==> src/sv/spd_pkg.sv <==
// ----------------------------------------------------------------------------
// spd_pkg
// Shared types and constants for the summed packet deframer.
// ----------------------------------------------------------------------------
package spd_pkg;

  localparam int unsigned MAX_HEADER  = 8;
  localparam int unsigned MAX_PAYLOAD = 255;

  localparam int unsigned BYTE_W    = 8;
  localparam int unsigned HDR_W     = 64;
  localparam int unsigned HLEN_W    = 4;
  localparam int unsigned PLEN_W    = 8;
  localparam int unsigned POS_W     = 9;
  localparam int unsigned CFG_IDX_W = 2;

  // register indexes on the configuration channel
  localparam logic [CFG_IDX_W-1:0] REG_HEADER_BYTES = 2'd0;
  localparam logic [CFG_IDX_W-1:0] REG_HEADER_LEN   = 2'd1;
  localparam logic [CFG_IDX_W-1:0] REG_PAYLOAD_LEN  = 2'd2;

  localparam logic [HLEN_W-1:0] HEADER_LEN_RESET = 4'd2;

  // frame layout after clamping
  typedef struct packed {
    logic [HDR_W-1:0]  header_bytes;
    logic [HLEN_W-1:0] hlen;
    logic [PLEN_W-1:0] plen;
  } spd_layout_t;

  typedef struct packed {
    logic              data_valid;
    logic [BYTE_W-1:0] data_byte;
    logic [BYTE_W-1:0] data_index;
    logic              frame_done;
    logic              frame_ok;
  } spd_result_t;

endpackage

==> src/sv/spd_byte_if.sv <==
// ----------------------------------------------------------------------------
// spd_byte_if
// Received byte channel, valid/ready handshake.
// ----------------------------------------------------------------------------
interface spd_byte_if;
  logic       valid;
  logic       ready;
  logic [7:0] in_byte;

  modport source (output valid, output in_byte, input ready);
  modport sink   (input valid, input in_byte, output ready);
endinterface

==> src/sv/spd_result_if.sv <==
// ----------------------------------------------------------------------------
// spd_result_if
// Per-byte result channel, valid/ready handshake.
// ----------------------------------------------------------------------------
interface spd_result_if;
  logic       valid;
  logic       ready;
  logic       data_valid;
  logic [7:0] data_byte;
  logic [7:0] data_index;
  logic       frame_done;
  logic       frame_ok;

  modport source (output valid, output data_valid, output data_byte, output data_index,
                  output frame_done, output frame_ok, input ready);
  modport sink   (input valid, input data_valid, input data_byte, input data_index,
                  input frame_done, input frame_ok, output ready);
endinterface

==> src/sv/spd_cfg_if.sv <==
// ----------------------------------------------------------------------------
// spd_cfg_if
// Configuration write channel: register index and write data.
// ----------------------------------------------------------------------------
interface spd_cfg_if;
  logic        valid;
  logic        ready;
  logic [1:0]  index;
  logic [63:0] data;

  modport source (output valid, output index, output data, input ready);
  modport sink   (input valid, input index, input data, output ready);
endinterface

==> src/sv/spd_cfg_regs.sv <==
// ----------------------------------------------------------------------------
// spd_cfg_regs
// Configuration registers; presents the clamped frame layout.
// ----------------------------------------------------------------------------
module spd_cfg_regs (
  input  logic                            clk,
  input  logic                            rst,
  input  logic                            wr_en,
  input  logic [spd_pkg::CFG_IDX_W-1:0]   wr_index,
  input  logic [spd_pkg::HDR_W-1:0]       wr_data,
  output spd_pkg::spd_layout_t            layout
);
  import spd_pkg::*;

  logic [HDR_W-1:0]  header_bytes;
  logic [HLEN_W-1:0] header_len;
  logic [PLEN_W-1:0] payload_len;

  always_ff @(posedge clk) begin
    if (rst) begin
      header_bytes <= '0;
      header_len   <= HEADER_LEN_RESET;
      payload_len  <= '0;
    end else if (wr_en) begin
      unique case (wr_index)
        REG_HEADER_BYTES: header_bytes <= wr_data;
        REG_HEADER_LEN:   header_len   <= wr_data[HLEN_W-1:0];
        REG_PAYLOAD_LEN:  payload_len  <= wr_data[PLEN_W-1:0];
        default: ;
      endcase
    end
  end

  always_comb begin
    layout.header_bytes = header_bytes;
    layout.hlen = ({28'd0, header_len} > 32'(MAX_HEADER)) ? HLEN_W'(MAX_HEADER) : header_len;
    layout.plen = ({24'd0, payload_len} > 32'(MAX_PAYLOAD)) ? PLEN_W'(MAX_PAYLOAD)
                                                            : payload_len;
  end

endmodule

==> src/sv/spd_frame.sv <==
// ----------------------------------------------------------------------------
// spd_frame
// Frame tracker: header and length match, payload indexing, XOR/SUM checks.
// ----------------------------------------------------------------------------
module spd_frame (
  input  logic                        clk,
  input  logic                        rst,
  input  logic                        step,
  input  logic [spd_pkg::BYTE_W-1:0]  rx_byte,
  input  spd_pkg::spd_layout_t        layout,
  output spd_pkg::spd_result_t        result
);
  import spd_pkg::*;

  logic [POS_W-1:0]  position, position_next;
  logic [BYTE_W-1:0] xor_acc, xor_acc_next;
  logic [BYTE_W-1:0] sum_acc, sum_acc_next;
  logic              xor_match, xor_match_next;

  logic [POS_W-1:0]  hl_pos;
  logic [POS_W-1:0]  xor_pos;
  logic [BYTE_W-1:0] want;

  always_comb begin
    hl_pos  = {5'd0, layout.hlen};
    xor_pos = hl_pos + POS_W'(1) + {1'b0, layout.plen};
    want    = layout.header_bytes[{position[2:0], 3'b000} +: BYTE_W];

    position_next  = position + POS_W'(1);
    xor_acc_next   = xor_acc ^ rx_byte;
    sum_acc_next   = sum_acc + rx_byte;
    xor_match_next = xor_match;
    result         = '0;

    if (position < hl_pos) begin
      if (rx_byte != want) begin
        position_next  = '0;
        xor_acc_next   = '0;
        sum_acc_next   = '0;
        xor_match_next = 1'b0;
      end
    end else if (position == hl_pos) begin
      if (rx_byte != layout.plen) begin
        position_next  = '0;
        xor_acc_next   = '0;
        sum_acc_next   = '0;
        xor_match_next = 1'b0;
      end
    end else if (position < xor_pos) begin
      result.data_valid = 1'b1;
      result.data_byte  = rx_byte;
      result.data_index = BYTE_W'(position - hl_pos - POS_W'(1));
    end else if (position == xor_pos) begin
      xor_acc_next   = xor_acc;
      xor_match_next = (rx_byte == xor_acc);
    end else begin
      // sum byte, or anything past it after a layout change
      result.frame_done = 1'b1;
      result.frame_ok   = xor_match && (rx_byte == sum_acc);
      position_next     = '0;
      xor_acc_next      = '0;
      sum_acc_next      = '0;
      xor_match_next    = 1'b0;
    end
  end

  always_ff @(posedge clk) begin
    if (rst) begin
      position  <= '0;
      xor_acc   <= '0;
      sum_acc   <= '0;
      xor_match <= 1'b0;
    end else if (step) begin
      position  <= position_next;
      xor_acc   <= xor_acc_next;
      sum_acc   <= sum_acc_next;
      xor_match <= xor_match_next;
    end
  end

`ifndef SYNTHESIS
  a_restart_after_frame: assert property (@(posedge clk) disable iff (rst)
    step && result.frame_done |=> position == '0 && xor_acc == '0 && sum_acc == '0)
    else $error("state not cleared after frame end");

  a_done_or_data: assert property (@(posedge clk) disable iff (rst)
    !(result.data_valid && result.frame_done))
    else $error("payload byte and frame end on the same byte");

  a_ok_needs_done: assert property (@(posedge clk) disable iff (rst)
    result.frame_ok |-> result.frame_done)
    else $error("frame_ok without frame_done");

  a_position_bound: assert property (@(posedge clk) disable iff (rst)
    position <= POS_W'(MAX_HEADER + MAX_PAYLOAD + 2))
    else $error("position past the sum byte slot");
`endif

endmodule

==> src/sv/summed_packet_deframer.sv <==
// ----------------------------------------------------------------------------
// summed_packet_deframer
// Recovers fixed-length frames (header, length, payload, XOR, SUM) from a
// received byte stream and reports payload bytes and frame check status.
//
// Channels: rx carries one received byte per transfer; res returns exactly one
// result per received byte (payload byte with its index, or frame end with the
// check outcome, or all zero). cfg writes header_bytes (0), header_len (1) and
// payload_len (2); it is always ready. The user must see that it is only
// written while idle; the block itself does not enforce it. A byte waits in
// the input register until the output register is free or being taken; the
// frame tracker then steps on it and loads its result there. Throughput: one
// byte per cycle while res.ready stays high; both registers are single entry.
// Reset (rst, synchronous): empties both registers, clears the frame state and
// loads header_len 2, header_bytes 0, payload_len 0.
// Receiver stall: the result holds in the output register; one more byte can
// wait in the input register, after which rx.ready drops.
// ----------------------------------------------------------------------------
module summed_packet_deframer (
  input  logic   clk,
  input  logic   rst,
  spd_cfg_if.sink      cfg,
  spd_byte_if.sink     rx,
  spd_result_if.source res
);
  import spd_pkg::*;

  spd_layout_t       layout;
  spd_result_t       step_result;
  spd_result_t       res_reg;
  logic              res_valid;
  logic              s1_valid;
  logic [BYTE_W-1:0] s1_byte;
  logic              advance;
  logic              rx_xfer;

  assign cfg.ready = 1'b1;
  assign advance   = s1_valid && (!res_valid || res.ready);
  assign rx.ready  = !s1_valid || advance;
  assign rx_xfer   = rx.valid && rx.ready;

  spd_cfg_regs u_cfg (
    .clk      (clk),
    .rst      (rst),
    .wr_en    (cfg.valid),
    .wr_index (cfg.index),
    .wr_data  (cfg.data),
    .layout   (layout)
  );

  spd_frame u_frame (
    .clk     (clk),
    .rst     (rst),
    .step    (advance),
    .rx_byte (s1_byte),
    .layout  (layout),
    .result  (step_result)
  );

  always_ff @(posedge clk) begin
    if (rst) begin
      s1_valid  <= 1'b0;
      res_valid <= 1'b0;
    end else begin
      s1_valid  <= rx_xfer || (s1_valid && !advance);
      res_valid <= advance || (res_valid && !res.ready);
    end
  end

  always_ff @(posedge clk) begin
    if (rx_xfer) begin
      s1_byte <= rx.in_byte;
    end
    if (advance) begin
      res_reg <= step_result;
    end
  end

  assign res.valid      = res_valid;
  assign res.data_valid = res_reg.data_valid;
  assign res.data_byte  = res_reg.data_byte;
  assign res.data_index = res_reg.data_index;
  assign res.frame_done = res_reg.frame_done;
  assign res.frame_ok   = res_reg.frame_ok;

`ifndef SYNTHESIS
  a_no_overwrite: assert property (@(posedge clk) disable iff (rst)
    res_valid && !res.ready |=> res_valid && $stable(res_reg))
    else $error("stalled result overwritten");

  a_input_held: assert property (@(posedge clk) disable iff (rst)
    s1_valid && !advance |=> s1_valid && $stable(s1_byte))
    else $error("waiting byte lost");

  a_idle_data_zero: assert property (@(posedge clk) disable iff (rst)
    res_valid && !res_reg.data_valid |-> res_reg.data_byte == '0 && res_reg.data_index == '0)
    else $error("payload fields set without data_valid");
`endif

endmodule

==> src/flat_wrapper.sv <==
// flat-port wrapper written by rule: the top's interface ports become plain ports
module summed_packet_deframer_flat import spd_pkg::*;
  (clk, rst, cfg_valid, cfg_index, cfg_data, cfg_ready, rx_valid, rx_in_byte, rx_ready, res_valid, res_data_valid, res_data_byte, res_data_index, res_frame_done, res_frame_ok, res_ready);
  spd_cfg_if cfg_i ();
  spd_byte_if rx_i ();
  spd_result_if res_i ();
  input  logic clk;
  input  logic rst;
  input wire logic [$bits(cfg_i.valid)-1:0] cfg_valid;
  input wire logic [$bits(cfg_i.index)-1:0] cfg_index;
  input wire logic [$bits(cfg_i.data)-1:0] cfg_data;
  output wire logic [$bits(cfg_i.ready)-1:0] cfg_ready;
  input wire logic [$bits(rx_i.valid)-1:0] rx_valid;
  input wire logic [$bits(rx_i.in_byte)-1:0] rx_in_byte;
  output wire logic [$bits(rx_i.ready)-1:0] rx_ready;
  output wire logic [$bits(res_i.valid)-1:0] res_valid;
  output wire logic [$bits(res_i.data_valid)-1:0] res_data_valid;
  output wire logic [$bits(res_i.data_byte)-1:0] res_data_byte;
  output wire logic [$bits(res_i.data_index)-1:0] res_data_index;
  output wire logic [$bits(res_i.frame_done)-1:0] res_frame_done;
  output wire logic [$bits(res_i.frame_ok)-1:0] res_frame_ok;
  input wire logic [$bits(res_i.ready)-1:0] res_ready;
  assign cfg_i.valid = cfg_valid;
  assign cfg_i.index = cfg_index;
  assign cfg_i.data = cfg_data;
  assign cfg_ready = cfg_i.ready;
  assign rx_i.valid = rx_valid;
  assign rx_i.in_byte = rx_in_byte;
  assign rx_ready = rx_i.ready;
  assign res_valid = res_i.valid;
  assign res_data_valid = res_i.data_valid;
  assign res_data_byte = res_i.data_byte;
  assign res_data_index = res_i.data_index;
  assign res_frame_done = res_i.frame_done;
  assign res_frame_ok = res_i.frame_ok;
  assign res_i.ready = res_ready;
  summed_packet_deframer u_core (.clk(clk), .rst(rst), .cfg(cfg_i), .rx(rx_i), .res(res_i));
endmodule
==> config.mk <==
export PLATFORM = sky130hd
export DESIGN_NAME = summed_packet_deframer_flat
export DESIGN_NICKNAME = d
export VERILOG_FILES = /design/src/sv/spd_pkg.sv /design/src/sv/spd_byte_if.sv /design/src/sv/spd_result_if.sv /design/src/sv/spd_cfg_if.sv /design/src/sv/spd_cfg_regs.sv /design/src/sv/spd_frame.sv /design/src/sv/summed_packet_deframer.sv /design/src/flat_wrapper.sv
export SDC_FILE = /design/constraint.sdc
export NUM_CORES = 1
export LEC_CHECK = 0
export BUFFER_PORTS_ARGS = -buffer_cell sky130_fd_sc_hd__buf_2
export CORE_UTILIZATION = 30
export DETAILED_ROUTE_END_ITERATION = 8
export PLACE_DENSITY = 0.52
export SKIP_CTS_REPAIR_TIMING = 1
export SYNTH_ARGS = -nofsm -noshare
export SYNTH_HDL_FRONTEND = slang
export SYNTH_SLANG_ARGS = --single-unit
==> constraint.sdc <==
create_clock -name clk -period 7.8 [get_ports clk]
set_clock_uncertainty 0.1 [all_clocks]
set_input_delay 1.17 -clock clk [delete_from_list [all_inputs] [get_ports clk]]
set_output_delay 1.17 -clock clk [all_outputs]
set_load 0.005 [all_outputs]
# Word level (Yosys, flattened, before mapping)
# Index checks and enable logic that the tools add are counted.
[op_classes]
addsub = 6
magnitude_cmp = 3
eq_ne = 12
shifts = 1
muxes = 27
bitwise = 2
reduce_logical = 23
[op_table]
columns = ["operator", "n"]
rows = [
  ["2-to-1 mux 8 bit", 12],
  ["variable part select 64 x 7 -> 8 bit", 1],
  ["2-to-1 mux 9 bit", 6],
  ["2-to-1 mux 17 bit", 1],
  ["equality test 8 bit", 2],
  ["inequality test 8 bit", 2],
  ["adder 9 x 1 -> 9 bit, second input constant", 1],
  ["adder 9 x 8 -> 9 bit", 1],
  ["equality test 9 x 4 -> 1 bit", 1],
  ["equality test 9 bit", 1],
  ["less-than comparator 9 x 4 -> 1 bit", 1],
  ["less-than comparator 9 bit", 1],
  ["adder 8 bit", 1],
  ["AND reduction 2 bit", 4],
  ["subtractor 8 x 1 -> 8 bit, second input constant", 1],
  ["subtractor 8 x 4 -> 8 bit", 1],
  ["XOR 8 bit", 1],
  ["2-to-1 mux 1 bit", 6],
  ["OR reduction 3 bit", 2],
  ["adder 4 x 1 -> 5 bit, second input constant", 1],
  ["logical AND 1 bit", 5],
  ["> comparator 4 bit, second input constant", 1],
  ["zero test 1 bit", 4],
  ["logical OR 1 bit", 4],
  ["13 further kinds", 13],
]
[word_totals]
out_inout_bits = 22
inputBits = 79
regBits = 131

# Depth between registers and ports, before layout
[depth]
ltp_word = 9
mapped_depth = 21
ltp_nobuf = 20

# Cells and area by module
# A second synthesis with hierarchy kept.
[unflattened]
hier_cells = 721
hier_area_um2 = 7377.1
[modules_own_cells]
columns = ["module", "cells_each", "area_per_inst_um2", "instances", "seq_area_each_um2"]
rows = [
  ["spd_cfg_regs", 323, 3403.3, 1, 1521.5],
  ["spd_frame", 359, 3047.9, 1, 520.5],
  ["summed_packet_deframer", 39, 925.9, 1, 850.8],
]

# Worst setup path before layout
# Ideal clock, no wire load.
[synth_timing]
path_type = "register -> register"
from = "register u_core.u_cfg.header_len[3]"
to = "register u_core.u_frame.sum_acc[6]"
period_less_slack_ns = 3.787
arrival_time_ns = 3.613
path_slack_ns = 4.013
path_buffers = 1
stages_incl_launch_ff = 22
t_required_ns = 7.626
setup_time_ns = 0.074
path_cell_list = "dfxtp_1 > inv_1 > nand2_1 > inv_1 > ha_1 > inv_1 > fa_1 > inv_1 > a21oi_1 > o21bai_1 > a21o_1 > nand2_1 > xor2_1 > ha_1 > a211oi_1 > nand2_1 > o2111ai_1 > nand2_1 > a311oi_1 > a211oi_4 > buf_6 > nor3_2"
[synth_via]
elab_chain_cells = 9
elab_cells_between_ends = 12
classes_between = "2 x add/sub; 3 x order compare; 2 x eq/ne; 5 x mux"
[synth_lines]
columns = ["element", "line_no", "rtl"]
rows = [
  ["start, declared", "spd_cfg_regs.sv:16", "logic [HLEN_W-1:0] header_len;"],
  ["start signal, assigned", "spd_cfg_regs.sv:27", "REG_HEADER_LEN: header_len <= wr_data[HLEN_W-1:0];"],
  ["> comparator 4 bit", "spd_cfg_regs.sv:36", "layout.hlen = ({28'd0, header_len} > 32'(MAX_HEADER)) ? HLEN_W'(MAX_HEADER) : header_len;"],
  ["2-to-1 mux 4 bit *", "spd_cfg_regs.sv:36", ""],
  ["parallel branches: the longest is 6 deep, another holds adder 9 x 8 -> 9 bit", "--", ""],
  ["2-to-1 mux 8 bit *", "spd_frame.sv:35", "if (position < hl_pos) begin"],
  ["end signal, assigned", "spd_frame.sv:76", "sum_acc <= sum_acc_next;"],
  ["end, declared", "spd_frame.sv:17", "logic [BYTE_W-1:0] sum_acc, sum_acc_next;"],
]
# Every way passes the cells marked *.
# A chain may end at the register's enable or synchronous reset.

# Worst setup path after layout
[layout_timing]
from = "register u_core.u_cfg.header_len[3]"
to = "register u_core.u_frame.position[4]"
[layout_via]
elab_chain_cells = 9
elab_cells_between_ends = 12
classes_between = "2 x add/sub; 3 x order compare; 2 x eq/ne; 5 x mux"
[layout_lines]
columns = ["element", "line_no", "rtl"]
rows = [
  ["> comparator 4 bit", "spd_cfg_regs.sv:36", ""],
  ["2-to-1 mux 4 bit *", "spd_cfg_regs.sv:36", ""],
  ["parallel branches: the longest is 6 deep, another holds adder 9 x 8 -> 9 bit", "--", ""],
  ["2-to-1 mux 9 bit *", "spd_frame.sv:35", ""],
  ["end signal, assigned", "spd_frame.sv:74", "position <= position_next;"],
  ["end, declared", "spd_frame.sv:15", "logic [POS_W-1:0] position, position_next;"],
]
# Marks and branches as above.

==> impl_metrics.ini <==
[clock_tree]
clk-insertion-delay-late_ns = 0.43
cts_num_sinks = 131
longest_clk_path_bufs = 2
clk_transition_reported_paths_ns = 0.06
cts_htree_levels = 4
inserted_clock_buffers = 17
cts_tree = built
clock_tree.root_cell = sky130_fd_sc_hd__clkbuf_16

[synth]
syn_avg_cell_area_sq_um = 9.05
syn_inst = 739
synth_flop_cell = sky130_fd_sc_hd__dfxtp_1
synth_async_sr_flop_share = 0
synth_edf_count = 27
synthesis.yosys.warnings = 0
synth.lib_cells_used.distinct = 61
synth_nets = 849
synth-seq-area-share = 0.432
synthesis.area_sq_um = 6690
synth-seq-cells = 131

[die]
initial_core_util = 0.307
die_x_um = 151
placement_rows = 54
die_height_um = 151
die_footprint_sq_um = 22900
core_area_sq_um = 21800
pin_count = 101

[global_routing]
globalRouteOverflowTotal = 0
grt_pass1_wl_um = 27100
grt_pass1_vias = 5030
grt_max_degree = 80
grt_util_all_layers = 0.157
antenna_found_initial = 0

[sta]
max-slew-margin-rel = 0.311
rsz0062_at_grt = false
worst-slew-pin-transition_ns = 1.03
drv_slew = 0
final.setup.tns_ns = 0
post-route-period-util = 0.558
final.setup.worst_slack_ns = 3.44
max_clock_freq_mhz = 230
finalSetupViolations = 0
minimum_clock_period_ns = 4.36
hold_viol = 0

[finish]
layout-drive-gt1-share = 0.198
antenna_cells = 0
final_nets = 932
filler_cell_count = 2260
areaGrowthSynthToFinish_pct = 18.7

[critical_path]
critPathCapture = u_core.u_frame.position[4]
crit_path_max_fanout = 17
timing_worst_setup_path_type = reg -> reg
start_kind = register
worst_path_dominant_cell_family = compound AO/OA/AOI/OAI gates
rr_worst_depth = 20
timing.critical_path.required_ns = 8.03
critical_path.cell_chain = inv_1, nand2_1, inv_1, ha_1, inv_1, fa_1, inv_1, a21oi_1, o21bai_1, a21o_1, nand2_1, xor2_1, ha_1, a211oi_1, nand2_1, o2111ai_1, nand2_1, a311oi_1, a211oi_4, nor4_1
r2r-start = u_core.u_cfg.header_len[3]
critical-path-max-stage-delay_ns = 0.62
r2r_setup_slack_ns = 3.44
worst-endpoint-arrival_ns = 4.58
setup.worst_path.start = u_core.u_cfg.header_len[3]
setup.worst_path.end_class = register
critical_path.reg2reg.endpoint = u_core.u_frame.position[4]
worstPathBufferInverterCount = 4
worstSetupPathDepth = 20
crit_slowest_cell = sky130_fd_sc_hd__a311oi_1

[outcome]
run_status = completed

[route]
final_antenna_net_count = 0
detail_route.wl_per_cell_um = 15.5
first_pass_iters = 5
via_count = 5302
drt_drc_violations_left = 0
dr.first_iter.drc_count = 279
detail_route.wirelength_um = 17300
detail_route.vias_per_cell = 4.76

[placed_design]
final_hpwl_dp_um = 12100
placement.setup.worst_slack_ns = 3.47
gp_congestion = 0.807
place.port_buffers = 99

[power]
design_power_total_w = 0.00164
vdd_ir_drop_max_mv = 0.131
powerDensity_nw_per_um2 = 206
power_leakage_nw = 3.20

[min_path]
min_delay_worst_type = reg -> reg

[run]
maxCapViolations = 0
## metal layers
| metal | vias up | part of all wire | GRT usage |
|---|---|---|---|
| li1 | 2714 | - | - |
| met1 | 2419 | 0.46 | 0.201 |
| met2 | 140 | 0.46 | 0.252 |
| met3 | 29 | 0.050 | 0.0395 |
| met4 | 0 | 0.022 | 0.0610 |
| met5 | - | 0 | 0 |
## worst reg2reg max path, delay by kind of cell, from the launching register on
kind	cells	cell delay, ns
AO/OA/AOI/OAI	7	1.77
adder cells (fa/ha/maj)	3	0.92
AND/OR/NAND/NOR	5	0.67
flip-flops	1	0.34
buffers and inverters	4	0.30
XOR/XNOR	1	0.15
## synth_stat cells (6+ instances only)
| cell type | number | area share |
|---|---|---|
| sky130_fd_sc_hd__nor2_1 | 47 | 0.026 |
| sky130_fd_sc_hd__o21ai_0 | 12 | 0.0090 |
| sky130_fd_sc_hd__dfxtp_1 | 104 | 0.31 |
| sky130_fd_sc_hd__clkbuf_1 | 27 | 0.015 |
| sky130_fd_sc_hd__nor3_1 | 6 | 0.0045 |
| sky130_fd_sc_hd__nand3_1 | 8 | 0.0060 |
| sky130_fd_sc_hd__edfxtp_1 | 27 | 0.12 |
| sky130_fd_sc_hd__xnor2_1 | 29 | 0.038 |
| sky130_fd_sc_hd__nor4_1 | 8 | 0.0075 |
| sky130_fd_sc_hd__mux2i_1 | 35 | 0.052 |
| sky130_fd_sc_hd__nand2_1 | 171 | 0.096 |
| sky130_fd_sc_hd__and2_1 | 13 | 0.012 |
| sky130_fd_sc_hd__inv_1 | 15 | 0.0084 |
| sky130_fd_sc_hd__nor3_2 | 10 | 0.015 |
| sky130_fd_sc_hd__a21oi_1 | 80 | 0.060 |
| sky130_fd_sc_hd__xor2_1 | 26 | 0.034 |
| sky130_fd_sc_hd__ha_1 | 28 | 0.052 |
## cell type report
class | instances | area [sq um] | share of cell area
clock buffers | 19 | 453 | 0.0570
clock inverters | 13 | 98.8 | 0.0124
inverters | 15 | 56.3 | 0.00709
multi-input cells | 554 | 3560 | 0.449
flip-flops and latches | 131 | 2890 | 0.364
well taps | 280 | 350 | 0.0441
repair buffers | 103 | 528 | 0.0665
## registers in the layout, indices dropped and copies added, names as in the netlist, 4 cells and up
| register | count |
|---|---|
| u_core.u_cfg.payload_len | 8 |
| u_core.u_cfg.header_bytes | 64 |
| u_core.u_frame.xor_acc | 8 |
| u_core.res.data_index | 8 |
| u_core.u_frame.sum_acc | 8 |
| u_core.u_cfg.header_len | 4 |
| u_core.res.data_byte | 8 |
| u_core.u_frame.position | 9 |
| u_core.s1_byte | 8 |
## worst min path at each step
stage	slack (ns)	end	start	cells past startpoint
floorplan	0.33	u_core.u_frame.sum_acc[0]	u_core.u_frame.sum_acc[0]	2
global placement	0.34	u_core.u_cfg.header_bytes[62]	u_core.u_cfg.header_bytes[62]	2
detailed placement	0.35	u_core.u_cfg.header_bytes[49]	u_core.u_cfg.header_bytes[49]	2
CTS	0.35	u_core.u_cfg.header_bytes[21]	u_core.u_cfg.header_bytes[21]	2
global route	0.37	u_core.u_cfg.header_bytes[21]	u_core.u_cfg.header_bytes[21]	2
finish	0.35	u_core.u_cfg.header_bytes[50]	u_core.u_cfg.header_bytes[50]	2
## power breakdown
group          leakage, nW  total, W  internal, W  switching (W)
Sequential            1.11  0.000738     0.000717      0.0000209
Clock                0.265  0.000747     0.000427       0.000321
Combinational         1.83  0.000153    0.0000644      0.0000882
## layout by cell type (no fill, tap or decap), types with 15 or more instances in the layout
cell type and instances:
sky130_fd_sc_hd__buf_2 98, sky130_fd_sc_hd__edfxtp_1 27, sky130_fd_sc_hd__clkbuf_16 17, sky130_fd_sc_hd__a21oi_1 80
sky130_fd_sc_hd__nor2_1 47, sky130_fd_sc_hd__xor2_1 26, sky130_fd_sc_hd__inv_1 15, sky130_fd_sc_hd__ha_1 28
sky130_fd_sc_hd__dfxtp_1 103, sky130_fd_sc_hd__mux2i_1 35, sky130_fd_sc_hd__nand2_1 171, sky130_fd_sc_hd__xnor2_1 29
## stage by stage
step / cells / cell area [sq um] / util / hold WS, ns
after global placement: 1083 / 7390 / 0.339 / 0.341
final: 1115 / 7950 / 0.364 / 0.352
after floorplan: 739 / 6690 / - / 0.332
after detailed placement: 1083 / 7390 / 0.339 / 0.346
after CTS: 1115 / 7950 / 0.364 / 0.355
after global routing: 1115 / 7950 / 0.364 / 0.368
## logic make-up after synthesis
family | count (synthesis) | share of synthesized area
flops | 131 | 0.432
compound gates | 126 | 0.116
buf+inv | 54 | 0.0357
simple gates | 298 | 0.208
other cells | 2 | 0.00112
mux | 42 | 0.0726
fa+ha+maj | 31 | 0.0613
xor+xnor | 55 | 0.0720
Power figures use the tool's default switching activity.
